==> config.mk <==
export PLATFORM = sky130hd
export DESIGN_NAME = length_prefixed_buffer_deframer_top
export DESIGN_NICKNAME = d
export VERILOG_FILES = /design/src/lpbd_pkg.sv /design/src/lpbd_in_stage.sv /design/src/lpbd_core.sv /design/src/lpbd_out_stage.sv /design/src/length_prefixed_buffer_deframer_top.sv
export SDC_FILE = /design/constraint.sdc
export NUM_CORES = 1
export LEC_CHECK = 0
export ABC_AREA = 1
export BUFFER_PORTS_ARGS = -buffer_cell sky130_fd_sc_hd__buf_2
export CAP_MARGIN = 40
export CORE_MARGIN = 2
export CORE_UTILIZATION = 40
export CTS_CLUSTER_DIAMETER = 40
export CTS_CLUSTER_SIZE = 25
export DETAILED_ROUTE_END_ITERATION = 12
export SLEW_MARGIN = 20
export SYNTH_ARGS = -nofsm -noshare
export SYNTH_HDL_FRONTEND = slang
export SYNTH_SLANG_ARGS = --single-unit
export TNS_END_PERCENT = 30
==> constraint.sdc <==
create_clock -name clk -period 14 [get_ports clk]
set_input_delay 2.8 -clock clk [delete_from_list [all_inputs] [get_ports clk]]
set_output_delay 2.8 -clock clk [all_outputs]
set_load 0.05 [all_outputs]
==> src/lpbd_pkg.sv <==
// Shared types and constants for the length-prefixed buffer deframer.
package lpbd_pkg;

    localparam int unsigned ByteW   = 8;
    localparam int unsigned WordW   = 32;
    localparam int unsigned IndexW  = 8;
    localparam int unsigned LaneW   = 2;
    localparam int unsigned PosW    = 3;

    localparam logic KIND_HEADER = 1'b0;
    localparam logic KIND_DATA   = 1'b1;

    typedef struct packed {
        logic [ByteW-1:0] data_byte;
        logic             begin_message;
    } in_item_t;

    typedef struct packed {
        logic              result_kind;
        logic [IndexW-1:0] buffer_index;
        logic [WordW-1:0]  result_value;
        logic [WordW-1:0]  byte_offset;
        logic              last_of_buffer;
    } result_t;

endpackage

==> src/lpbd_in_stage.sv <==
// Input register stage: holds one accepted item until the decoder takes it.
module lpbd_in_stage
    import lpbd_pkg::*;
(
    input  logic     clk,
    input  logic     rst_n,
    input  logic     in_valid,
    output logic     in_stall,
    input  in_item_t in_item,
    input  logic     advance,
    output logic     item_valid,
    output in_item_t item
);

    logic     valid_reg;
    logic     valid_next;
    in_item_t item_reg;
    logic     take;

    // The stage refills whenever it is empty or its item moves on this cycle.
    assign in_stall   = valid_reg && !advance;
    assign take       = in_valid && !in_stall;
    assign valid_next = take ? 1'b1 : (advance ? 1'b0 : valid_reg);

    always_ff @(posedge clk or negedge rst_n)
    begin
        if (!rst_n)
        begin
            valid_reg <= 1'b0;
        end
        else
        begin
            valid_reg <= valid_next;
        end
    end

    always_ff @(posedge clk)
    begin
        if (take)
        begin
            item_reg <= in_item;
        end
    end

    assign item_valid = valid_reg;
    assign item       = item_reg;

endmodule

==> src/lpbd_core.sv <==
// Deframing state and the per-byte decision logic.
module lpbd_core
    import lpbd_pkg::*;
(
    input  logic              clk,
    input  logic              rst_n,
    input  logic              fire,
    input  in_item_t          item,
    input  logic [IndexW-1:0] buffer_count,
    output logic              res_valid,
    output result_t           res
);

    logic [WordW-1:0]  size_word_reg,      size_word_next;
    logic [LaneW-1:0]  size_seen_reg,      size_seen_next;
    logic [WordW-1:0]  data_offset_reg,    data_offset_next;
    logic [IndexW-1:0] cur_buffer_reg,     cur_buffer_next;
    logic [PosW-1:0]   pos_reg,            pos_next;

    logic [WordW-1:0]  eff_word;
    logic [LaneW-1:0]  eff_seen;
    logic [WordW-1:0]  eff_offset;
    logic [IndexW-1:0] eff_buffer;
    logic [PosW-1:0]   eff_pos;
    logic [WordW-1:0]  lane_word;
    logic [WordW-1:0]  offset_inc;
    logic              is_last;

    always_comb
    begin
        // A message start clears the state before this byte is decoded.
        eff_word   = item.begin_message ? '0 : size_word_reg;
        eff_seen   = item.begin_message ? '0 : size_seen_reg;
        eff_offset = item.begin_message ? '0 : data_offset_reg;
        eff_buffer = item.begin_message ? '0 : cur_buffer_reg;
        eff_pos    = item.begin_message ? '0 : pos_reg;

        lane_word = eff_word;
        case (eff_seen)
            2'd0:    lane_word[7:0]   = item.data_byte;
            2'd1:    lane_word[15:8]  = item.data_byte;
            2'd2:    lane_word[23:16] = item.data_byte;
            default: lane_word[31:24] = item.data_byte;
        endcase

        offset_inc = eff_offset + WordW'(1);
        is_last    = (offset_inc == eff_word);

        size_word_next   = eff_word;
        size_seen_next   = eff_seen;
        data_offset_next = eff_offset;
        cur_buffer_next  = eff_buffer;
        pos_next         = eff_pos;

        res_valid          = 1'b0;
        res.result_kind    = KIND_DATA;
        res.buffer_index   = eff_buffer;
        res.result_value   = {{(WordW-ByteW){1'b0}}, item.data_byte};
        res.byte_offset    = eff_offset;
        res.last_of_buffer = is_last;

        if (eff_buffer >= buffer_count)
        begin
            // Past the final buffer: the byte is dropped, nothing advances.
        end
        else if (eff_word == '0 || eff_seen != '0)
        begin
            size_word_next = lane_word;
            size_seen_next = eff_seen + LaneW'(1);
            pos_next       = eff_pos + PosW'(1);
            if (size_seen_next == '0 && lane_word != '0)
            begin
                res_valid          = 1'b1;
                res.result_kind    = KIND_HEADER;
                res.result_value   = lane_word;
                res.byte_offset    = '0;
                res.last_of_buffer = 1'b0;
            end
        end
        else if (eff_offset == '0 && eff_pos != '0)
        begin
            // Alignment pad ahead of the first data byte.
            pos_next = eff_pos + PosW'(1);
        end
        else
        begin
            res_valid = 1'b1;
            pos_next  = eff_pos + PosW'(1);
            if (is_last)
            begin
                size_word_next   = '0;
                data_offset_next = '0;
                cur_buffer_next  = eff_buffer + IndexW'(1);
            end
            else
            begin
                data_offset_next = offset_inc;
            end
        end

        res_valid = res_valid && fire;
    end

    always_ff @(posedge clk or negedge rst_n)
    begin
        if (!rst_n)
        begin
            size_word_reg   <= '0;
            size_seen_reg   <= '0;
            data_offset_reg <= '0;
            cur_buffer_reg  <= '0;
            pos_reg         <= '0;
        end
        else if (fire)
        begin
            size_word_reg   <= size_word_next;
            size_seen_reg   <= size_seen_next;
            data_offset_reg <= data_offset_next;
            cur_buffer_reg  <= cur_buffer_next;
            pos_reg         <= pos_next;
        end
    end

`ifndef ASSERT_OFF
    a_header_nonzero: assert property (@(posedge clk) disable iff (!rst_n)
        res_valid && res.result_kind == KIND_HEADER |-> res.result_value != '0)
        else $error("header item carries a zero size");

    a_last_clears: assert property (@(posedge clk) disable iff (!rst_n)
        res_valid && res.result_kind == KIND_DATA && res.last_of_buffer
        |=> size_word_reg == '0 && data_offset_reg == '0)
        else $error("buffer state not cleared after its last byte");

    a_no_data_mid_size: assert property (@(posedge clk) disable iff (!rst_n)
        fire && !item.begin_message && size_seen_reg != '0
        |-> !(res_valid && res.result_kind == KIND_DATA))
        else $error("data item produced while a size word is half read");

    a_index_in_range: assert property (@(posedge clk) disable iff (!rst_n)
        res_valid |-> res.buffer_index < buffer_count)
        else $error("result for a buffer beyond the configured count");
`endif

endmodule

==> src/lpbd_out_stage.sv <==
// Output register: holds one result until the consumer takes it.
module lpbd_out_stage
    import lpbd_pkg::*;
(
    input  logic    clk,
    input  logic    rst_n,
    input  logic    load,
    input  result_t res,
    output logic    can_take,
    output logic    out_valid,
    input  logic    out_stall,
    output result_t out_res
);

    logic    valid_reg;
    logic    valid_next;
    result_t res_reg;

    assign can_take   = !valid_reg || !out_stall;
    assign valid_next = load ? 1'b1 : (out_stall ? valid_reg : 1'b0);

    always_ff @(posedge clk or negedge rst_n)
    begin
        if (!rst_n)
        begin
            valid_reg <= 1'b0;
        end
        else
        begin
            valid_reg <= valid_next;
        end
    end

    always_ff @(posedge clk)
    begin
        if (load)
        begin
            res_reg <= res;
        end
    end

    assign out_valid = valid_reg;
    assign out_res   = res_reg;

endmodule

==> src/length_prefixed_buffer_deframer_top.sv <==
// Top level of the length-prefixed buffer deframer.
//
//   channel  | handshake               | payload
//   ---------+-------------------------+------------------------------------------
//   input    | in_valid / in_stall     | data_byte, begin_message
//   result   | out_valid / out_stall   | result_kind, buffer_index, result_value,
//            |                         | byte_offset, last_of_buffer
//   config   | cfg_valid / cfg_ready   | buffer_count
//
// One item is accepted per cycle when nothing stalls. An item is decoded while it sits in
// the input register and its result is loaded into the output register once that register
// can take it, so a result passes the input and output registers in turn; throughput is
// set by the single decode step, one item per cycle when nothing stalls.
// Reset clears all deframing state and sets buffer_count to zero. When the output
// register is full and stalled, an item in the input register stays there and in_stall
// is high.
module length_prefixed_buffer_deframer_top
    import lpbd_pkg::*;
(
    input  logic              clk,
    input  logic              rst_n,

    input  logic              in_valid,
    output logic              in_stall,
    input  logic [ByteW-1:0]  data_byte,
    input  logic              begin_message,

    output logic              out_valid,
    input  logic              out_stall,
    output logic              result_kind,
    output logic [IndexW-1:0] buffer_index,
    output logic [WordW-1:0]  result_value,
    output logic [WordW-1:0]  byte_offset,
    output logic              last_of_buffer,

    input  logic              cfg_valid,
    output logic              cfg_ready,
    input  logic [IndexW-1:0] buffer_count
);

    logic [IndexW-1:0] buffer_count_reg;
    in_item_t          in_item;
    in_item_t          item;
    logic              item_valid;
    logic              can_take;
    logic              fire;
    logic              res_valid;
    result_t           res;
    result_t           out_res;

    // The configuration register is always writable, so the user must write it only while idle.
    assign cfg_ready = 1'b1;

    always_ff @(posedge clk or negedge rst_n)
    begin
        if (!rst_n)
        begin
            buffer_count_reg <= '0;
        end
        else if (cfg_valid && cfg_ready)
        begin
            buffer_count_reg <= buffer_count;
        end
    end

    assign in_item.data_byte     = data_byte;
    assign in_item.begin_message = begin_message;

    // The held item is decoded as soon as the output register can take a result,
    // whether or not this item actually produces one.
    assign fire = item_valid && can_take;

    lpbd_in_stage u_in_stage (
        .clk        (clk),
        .rst_n      (rst_n),
        .in_valid   (in_valid),
        .in_stall   (in_stall),
        .in_item    (in_item),
        .advance    (fire),
        .item_valid (item_valid),
        .item       (item)
    );

    lpbd_core u_core (
        .clk          (clk),
        .rst_n        (rst_n),
        .fire         (fire),
        .item         (item),
        .buffer_count (buffer_count_reg),
        .res_valid    (res_valid),
        .res          (res)
    );

    lpbd_out_stage u_out_stage (
        .clk       (clk),
        .rst_n     (rst_n),
        .load      (res_valid),
        .res       (res),
        .can_take  (can_take),
        .out_valid (out_valid),
        .out_stall (out_stall),
        .out_res   (out_res)
    );

    assign result_kind    = out_res.result_kind;
    assign buffer_index   = out_res.buffer_index;
    assign result_value   = out_res.result_value;
    assign byte_offset    = out_res.byte_offset;
    assign last_of_buffer = out_res.last_of_buffer;

endmodule

======== Word-level counts from Yosys, hierarchy flattened ========
Index checks and enable logic that the tools add are counted.
word-level totals
  register bits ........................... 170
  input port bits ......................... 22
  output and inout port bits .............. 77
  word-level logic and storage cells ...... 86
operators by class
  $add $sub $neg .......................... 4
  magnitude comparators ................... 1
  eq/ne operators ......................... 4
  multiplexer cells ....................... 36
  bitwise logic cells ..................... 2
  reductions and logical operators ........ 23
operators with widths
  cell                                                                     count
  32-bit two-way mux                                                       10
  41-bit two-way mux                                                       3
  8-bit two-way mux                                                        9
  32-bit zero test                                                         2
  32-bit by 1-bit adder with 32-bit output, second input constant          1
  32-bit == test                                                           1
  32-bit nonzero test                                                      1
  1-bit two-way mux                                                        9
  8-bit by 1-bit adder with 8-bit output, second input constant            1
  8-bit greater-or-equal comparator                                        1
  1-bit logical AND                                                        6
  2-bit two-way mux                                                        3
  3-bit two-way mux                                                        2
  3-bit OR reduction                                                       2
  1-bit zero test                                                          4
  2-bit zero test                                                          2
  2-bit nonzero test                                                       2
  3-bit by 1-bit adder with 3-bit output, second input constant            1
  3-bit nonzero test                                                       1
  2-bit by 1-bit adder with 2-bit output, second input constant            1
  2-bit by 1-bit == test with 1-bit output, second input constant          1
  2-bit == test, second input constant                                     1
  1-bit logical OR                                                         2
  2-bit by 1-bit inequality test with 1-bit output, second input constant  1
  other kinds (2)                                                          3

======== Longest topological paths before layout ========
Gate-level depths: netlist of the first run.
  depth after elaboration ................. 11
  gate-level depth with buffers ........... 27

======== Modules after synthesis ========
From an unflattened synthesis of the first run, not the netlist that was laid out.
unflattened totals
  cell total of the unflattened synthesis .. 1459
  area, all modules ....................... 10546.4 um^2
by module, submodules not included
  module                               instances  cells each  area an instance (um^2)  seq. area each (um^2)
  lpbd_core                            1          1327        7631.1                   1926.8
  lpbd_out_stage                       1          78          2263.4                   2247.2
  lpbd_in_stage                        1          16          327.8                    295.3
  length_prefixed_buffer_deframer_top  1          38          324.1                    200.2

======== Worst setup path before layout of the first run ========
No wires, ideal clock.
  path kind ............................... input-to-reg
  start point ............................. input out_stall
  end point ............................... register u_out_stage.valid_reg (netlist: u_out_stage.out_valid)
  library setup time ...................... 0.087 ns
  arrival time ............................ 7.395 ns
  slack ................................... 6.518 ns
  stages on the path ...................... 7
  buffers on the path ..................... 1
  path through ............................ nand2_1 -> inv_1 -> nor2_1 -> inv_1 -> clkbuf_1 -> a21oi_1 -> or2_2
on the way
  cells in the longest elaborated chain, start to end .. 5
  elaborated cells between the ends (all ways) .. 6
RTL lines
  what                                                                                                    line                                       RTL
  start, declared                                                                                         length_prefixed_buffer_deframer_top.sv:29  input logic out_stall,
  1-bit zero test (*)                                                                                     lpbd_out_stage.sv:19                       assign can_take = !valid_reg || !out_stall;
  1-bit logical OR (*)                                                                                    lpbd_out_stage.sv:19
  1-bit logical AND (*)                                                                                   length_prefixed_buffer_deframer_top.sv:71  assign fire = item_valid && can_take;
  1-bit logical AND (*)                                                                                   lpbd_core.sv:101                           res_valid = res_valid && fire;
  via res_valid                                                                                           length_prefixed_buffer_deframer_top.sv:47  logic res_valid;
  2-bit by 1-bit inequality test with 1-bit output (no source line) or 1-bit two-way mux (tied branches)  --
  end signal, assigned                                                                                    lpbd_out_stage.sv:30                       valid_reg <= valid_next;
  end, declared                                                                                           lpbd_out_stage.sv:15                       logic valid_reg;
The timed path passes the listed nets; every way through them passes the cells marked *.
A chain may end at the register's enable or synchronous reset.

======== Worst setup path after layout of the first run ========
  start point ............................. input out_stall
  end point ............................... output in_stall
on the way
  cells in the longest elaborated chain, start to end .. 5
RTL lines
  what               line                                       RTL
  1-bit zero test    lpbd_out_stage.sv:19
  1-bit logical OR   lpbd_out_stage.sv:19
  1-bit logical AND  length_prefixed_buffer_deframer_top.sv:71
  1-bit zero test    lpbd_in_stage.sv:21                        assign in_stall = valid_reg && !advance;
  1-bit logical AND  lpbd_in_stage.sv:21
  end, declared      length_prefixed_buffer_deframer_top.sv:24  output logic in_stall,
Every way passes these cells.

==> run_results.csv, run 1 <==
group,metric,value,unit
run_status,status,"finished clean",
clock_network,clockBufferDepth,2,
critical_path,path_cells,"buf_2 > nand2_1 > nor2_1 > buf_2",
clock_network,post_cts_resized,0,
placed_design,place_hpwl,24000,um
sta,finalCriticalPeriod,6.13,ns
finish,largest_register_ffs,74,
run,drv_cap,0,
placed_design,dp.cells,1774,
sta,tightest_slew,0.843,ns
clock_network,htreeDepth,4,
route,drcViolationCount,0,
power,clkPwrFrac,0.205,
finish,ff_latch_area,4670,um2
finish,area_growth,12.8,%
clock_network,cts_sinks,170,
critical_path,critical_path.max_fanout,2,
yosys,synth_top_cell_by_area,"edfxtp_1",
yosys,synth_common_cells,"nand2_1 (340), nor2_1 (182), inv_1 (159)",
sta,max_slew_margin,0.438,
yosys,ys_seq_area_frac,0.448,
critical_path,worstPathRequired,11.20,ns
floorplanning,ios,99,
critical_path,path_class,"input port to output pin",
global_routing,overflow,0,
power,cellPowerDensity,204,nW/um2
critical_path,endpoint_kind,"output pin",
finish,fillCellCount,2662,
route,first_iter_violations,1012,
route,post_drt_wl_per_cell,18.4,um
global_routing,grt_use_total,0.249,
finish,design_area,11800,um2
yosys,synth_seq_cells,170,
clock_network,cts_setup_buffers,0,
critical_path,critPathLaunchType,"input port",
sta,whs,0.487,ns
sta,skew,0.0146,ns
critical_path,cp_slowest_stage_delay,0.28,ns
power,switching_share,0.476,
placed_design,gp_congestion,0.968,
yosys,synth_edf_count,83,
critical_path,cp_common_cell,"buf_2",
clock_network,cts_tree,"yes",
global_routing,grt_antenna_before_repair,0,
global_routing,grt_pass1_vias,8854,
floorplanning,die_height,165,um
power,power_frac_comb,0.462,
critical_path,slowest_stage,"buf_2",
yosys,syn-cell-area,10400,um2
floorplanning,dieArea,27400,um2
route,firstDrtPassIters,6,
clock_network,insertion_delay,0.45,ns
clock_network,clock-root-buffer,"clkbuf_16",
sta,rsz0062_at_grt,"false",
finish,stdcell_count,1807,
power,ir_worst_vdd,0.107,mV
power,switching_power,0.00114,W
yosys,synthTopCellsByArea,"edfxtp_1 (24%), dfrtp_1 (21%), nand2_1 (12%)",
critical_path,cp.buffers_inverters,2,
route,antenna_left,0,
global_routing,grt_pass1_wl,51100,um
worst_hold_path,hold_class,"flip-flop to flip-flop",
sta,setup_violations,0,
yosys,ys_warn_count,0,
finish,multi_input_area,4860,um2
sta,maxSlewViolCount,0,
finish,antenna_cells,0,
floorplanning,core,25800,um2
sta,final_hold_viol_count,0,
route,drt-total-wl,33200,um
placed_design,dpl_cell_area,11100,um2
yosys,ys.flop_type,"dfrtp_1",
placed_design,io_buffers,97,
floorplanning,start_util,0.403,
yosys,synth.most_common_cell,"nand2_1",
critical_path,arrival,3.33,ns
yosys,synthDistinctLibCells,46,
floorplanning,num_rows,59,
yosys,synthesis.nets,1428,
sta,fmax,163,MHz
route,num_vias,9775,
route,post_drt_via_cell_ratio,5.41,
yosys,avgSynthCellArea,7.50,um2
sta,tns,0,ns
finish,fin_nets,1498,
clock_network,cts_buffers,17,
clock_network,clk_pin_slew_worst_paths,0.07,ns
floorplanning,dieWidth,165,um
yosys,synthCells,1389,
power,finalPower,0.00240,W
power,p_int,0.00126,W
critical_path,cp_top_family,"buffers and inverters",
power,pwr-share-seq,0.333,
yosys,synthArstFlopShare,0.512,
power,total_leakage_power,5.61,nW
clock_network,hold_buffers,0,
sta,period_share,0.438,
yosys,synth_top_area_frac,0.239,
global_routing,grt_max_degree,83,
finish,drive_gt1_frac,0.131,
-- logic make-up (layout without fill, tap and decap cells) --
| logic type | count (synthesis) | after routing | share of synthesized area |
|---|---|---|---|
| and+or+nand+nor | 779 | 779 | 0.332 |
| buffers and inverters | 221 | 304 | 0.0879 |
| AOI/OAI and AO/OA | 188 | 188 | 0.0961 |
| DFF | 170 | 170 | 0.448 |
| adders and majority gates | 17 | 17 | 0.0204 |
| xor gates and xnor gates | 12 | 12 | 0.0140 |
| other | 1 | 1 | 0.000360 |
| muxes | 1 | 1 | 0.00108 |
-- tightest hold or removal path, delay by kind of cell, from the launching register on --
| family | cells | cell delay, ns |
|---|---|---|
| simple gates | 2 | 0.11 |
| flops | 1 | 0.35 |
-- power groups by stage --
stage | Clock [W] | Sequential, W | Combinational [W]
2_1_floorplan | 0 | 0.00103 | 0.000584
3_3_place_gp | 0 | 0.000808 | 0.00108
3_5_place_dp | 0 | 0.000806 | 0.00109
4_1_cts | 0.000498 | 0.000799 | 0.00109
5_1_grt | 0.000517 | 0.000820 | 0.00121
6_report | 0.000492 | 0.000801 | 0.00111
-- cell type report --
type | count | area share
tap | 335 | 0.0356
timing repair buffer | 108 | 0.0519
clock buffer | 17 | 0.0362
multi-input combinational | 998 | 0.413
inverter | 164 | 0.0525
sequential | 170 | 0.397
clock inverter | 15 | 0.0138
-- cell usage in the layout, fill, tap and decap left out, drive strengths merged, types with 3 or more instances in the layout --
cell and n:
a21oi 68, a22oi 10, a31oi 4, buf 108, clkbuf 17, clkinv 9
dfrtp 87, edfxtp 83, ha 17, inv 168, nand2 346, nand3 156
nand4 45, nor2 202, nor3 7, nor4 6, o21ai 93, o21bai 4
o22ai 7, or2 12, xnor2 3, xnor3 3, xor2 6
-- layer usage --
layer	global-route usage	vias up	wire length, um
li1	-	4729	-
met1	0.376	4564	15900
met2	0.357	430	13900
met3	0.0405	52	2490
met4	0.0893	0	935
met5	0	-	0
-- through the flow --
stage | worst slack [ns] | utilization
6_report | 7.87 | 0.455
5_1_grt | 7.82 | 0.455
4_1_cts | 7.86 | 0.454
3_5_place_dp | 7.87 | 0.431
3_3_place_gp | 7.87 | 0.430
2_1_floorplan | 6.52 | -
-- worst paths after layout --
path                                                from                    endpoint  slack [ns]  depth (start not counted)
min in group asynchronous                          rst_n         buffer_count_reg[0]        2.31                          1
worst max register to register        u_in_stage.item[0]    u_core.size_word_reg[11]        8.84                         21
worst max-delay path                           out_stall                    in_stall        7.87                          4
max in group asynchronous                          rst_n  u_core.data_offset_reg[12]       10.49                          2
worst min-delay path            u_core.cur_buffer_reg[1]    u_core.cur_buffer_reg[1]        0.49                          2
worst min register to register  u_core.cur_buffer_reg[1]    u_core.cur_buffer_reg[1]        0.49                          2
Power figures use the tool's default switching activity.
==> run 2: changes to the inputs <==
- ABC_AREA: 1 -> 0
- clock period: 14 -> 5.3 ns (I/O delays scaled with it)
==> run 2 against run 1 <==
Wire length decreased by 17%; sequential share of layout area is 3.7 points higher; hold slack better by 0.025 ns; sequential power is 140% higher; flip-flop and latch count unchanged; power grew 91%; highest routed layer unchanged; via count is 20% lower; critical path type is now flip-flop to flip-flop; combinational power grew 33%; non-clock buffer count rose by 11; critical endpoint is now u_core.data_offset_reg[7]; register-to-register slack lost 8.3 ns.
==> run_results.csv, run 2 <==
group,metric,value,unit
clock_network,clock-root-buffer,"clkbuf_16",
yosys,synth_top_area_frac,0.264,
floorplanning,dieArea,24800,um2
finish,fillCellCount,2272,
critical_path,endpoint_kind,"flip-flop",
yosys,synthMuxAreaShare,0.0192,
yosys,yosys.area_share.adder,0.0225,
yosys,syn-cell-area,9440,um2
sta,maxSlewViolCount,0,
yosys,synth_compound_area_frac,0.142,
power,switching_share,0.399,
sta,fmax,209,MHz
yosys,synth_seq_cells,170,
global_routing,grt_max_degree,52,
power,ir_worst_vdd,0.268,mV
clock_network,clockBufferDepth,2,
finish,drive_gt1_frac,0.165,
yosys,synth_common_cells,"nand2_1 (120), dfrtp_1 (87), edfxtp_1 (83)",
yosys,avgSynthCellArea,9.73,um2
route,num_vias,7838,
global_routing,grt_antenna_before_repair,0,
sta,tightest_slew,0.795,ns
power,switching_power,0.00184,W
finish,antenna_cells,0,
sta,finalCriticalPeriod,4.80,ns
global_routing,grt_pass1_vias,7457,
yosys,synthesis.nets,1009,
finish,layout_common_cells,"nand2_1 (120), buf_2 (98), dfrtp_1 (87)",
power,pwr-share-seq,0.419,
power,power_frac_comb,0.322,
critical_path,path_class,"flip-flop to flip-flop",
power,total_leakage_power,4.55,nW
floorplanning,start_util,0.405,
yosys,synth_top_family_by_area,"simple AND/OR/NAND/NOR gates",
yosys,ys_warn_count,0,
global_routing,grt_use_total,0.226,
finish,area_growth,13.9,%
placed_design,io_buffers,97,
sta,setup_ws,0.505,ns
finish,fin_nets,1073,
power,p_int,0.00276,W
critical_path,worstPathRequired,5.58,ns
critical_path,critPathLaunchType,"flip-flop",
clock_network,cts_buffers,17,
finish,largest_register_ffs,74,
route,firstDrtPassIters,5,
floorplanning,dieWidth,158,um
yosys,synthTopCellsByArea,"edfxtp_1 (26%), dfrtp_1 (23%), nand2_1 (4.8%)",
route,drt-total-wl,27600,um
route,drcViolationCount,0,
critical_path,critical_path.max_fanout,51,
worst_hold_path,hold_class,"flip-flop to flip-flop",
finish,final_common_cell,"nand2_1",
power,cellPowerDensity,427,nW/um2
run,drv_cap,0,
yosys,synthXorXnorAreaFrac,0.0482,
route,first_iter_violations,695,
sta,tns,0,ns
yosys,synthCells,970,
global_routing,grt_pass1_wl,42900,um
clock_network,cts_tree,"yes",
sta,rsz0062_at_grt,"false",
yosys,ys.flop_type,"dfrtp_1",
sta,period_share,0.905,
yosys,synth_edf_count,83,
floorplanning,core,23300,um2
route,antenna_left,0,
global_routing,grt_use_met2,0.354,
sta,max_slew_margin,0.465,
clock_network,hold_buffers,0,
yosys,synth_top_cell_by_area,"edfxtp_1",
yosys,synth.most_common_cell,"nand2_1",
clock_network,htreeDepth,4,
global_routing,busiest_layer,"met2",
yosys,synth-simple-area-share,0.225,
global_routing,use_met3,0.0468,
power,clkPwrFrac,0.259,
global_routing,grt_use_met1,0.310,
floorplanning,die_height,158,um
critical_path,arrival,5.08,ns
clock_network,cts_sinks,170,
clock_network,post_cts_resized,0,
clock_network,insertion_delay,0.43,ns
placed_design,gp_congestion,0.965,
sta,skew,0.0140,ns
global_routing,overflow,0,
sta,final_hold_viol_count,0,
yosys,ys_seq_area_frac,0.495,
clock_network,cts_setup_buffers,0,
placed_design,pre_cts_ws,0.629,ns
clock_network,clk_pin_slew_worst_paths,0.07,ns
route,post_drt_wl_per_cell,20.2,um
placed_design,place_hpwl,19300,um
sta,setup_violations,0,
floorplanning,num_rows,56,
route,post_drt_via_cell_ratio,5.74,
yosys,synthDistinctLibCells,69,
run_status,status,"finished clean",
yosys,synthArstFlopShare,0.512,
floorplanning,ios,99,
[run 2: worst max-delay path, cell delays in order (launching register included)]
cell and delay [ns]:
edfxtp_1 0.55, nand2b_1 0.28, inv_1 0.17, ha_1 0.29
nand3_1 0.24, nor4_1 0.78, xnor2_1 0.19, o311ai_0 0.14
nor4_1 0.32, nand4b_1 0.15, or4_1 0.61, buf_4 0.32
nand2_1 0.40, o311ai_0 0.17
[run 2: through the flow]
step                      hold slack (ns)  std cells  utilization  instance area, um2  power (W)
after floorplan                     0.469        970            -                9460    0.00298
after global placement              0.487       1331        0.437               10200    0.00340
after detailed placement            0.496       1332        0.437               10200    0.00341
after CTS                           0.512       1364        0.461               10700    0.00462
after global routing                0.537       1366        0.461               10800    0.00483
final                               0.512       1366        0.461               10800    0.00460
[run 2: final timing paths]
kind	startpoint	endpoint	slack [ns]	cells past startpoint
setup reg to reg	u_in_stage.item[0]	u_core.data_offset_reg[7]	0.50	13
min in group asynchronous	rst_n	u_out_stage.out_valid	0.65	1
max in group asynchronous	rst_n	u_core.data_offset_reg[20]	3.66	2
setup / recovery	u_in_stage.item[0]	u_core.data_offset_reg[7]	0.50	13
hold reg to reg	u_core.pos_reg[1]	u_core.pos_reg[1]	0.51	2
hold / removal	u_core.pos_reg[1]	u_core.pos_reg[1]	0.51	2
[run 2: final cells by class]
cell class,count,area [um2],share of cell area
sequential,170,4670,0.434
clock inverter,11,82.6,0.00768
clock buffer,21,472,0.0439
timing repair buffer,119,658,0.0612
inverter,37,139,0.0129
tap,319,399,0.0371
multi-input combinational,689,4340,0.403
[run 2: layer usage]
layer  share of wire  vias to the layer above
li1                -                     3656
met1            0.44                     3856
met2            0.47                      285
met3           0.062                       41
met4           0.023                        0
met5               0                        -
[run 2: kinds of logic after synthesis]
kind of cell    after synthesis
compound gates              203
xor+xnor                     52
fa+ha+maj                    17
buf+inv                     111
flops                       170
mux                          17
other cells                   1
simple gates                399
[run 2: power groups by stage]
stage,clock network [W],logic (W),registers (W)
after floorplan,0,0.000843,0.00213
after global placement,0,0.00145,0.00195
after detailed placement,0,0.00147,0.00195
after CTS,0.00122,0.00148,0.00192
after global routing,0.00127,0.00161,0.00195
final,0.00119,0.00148,0.00193
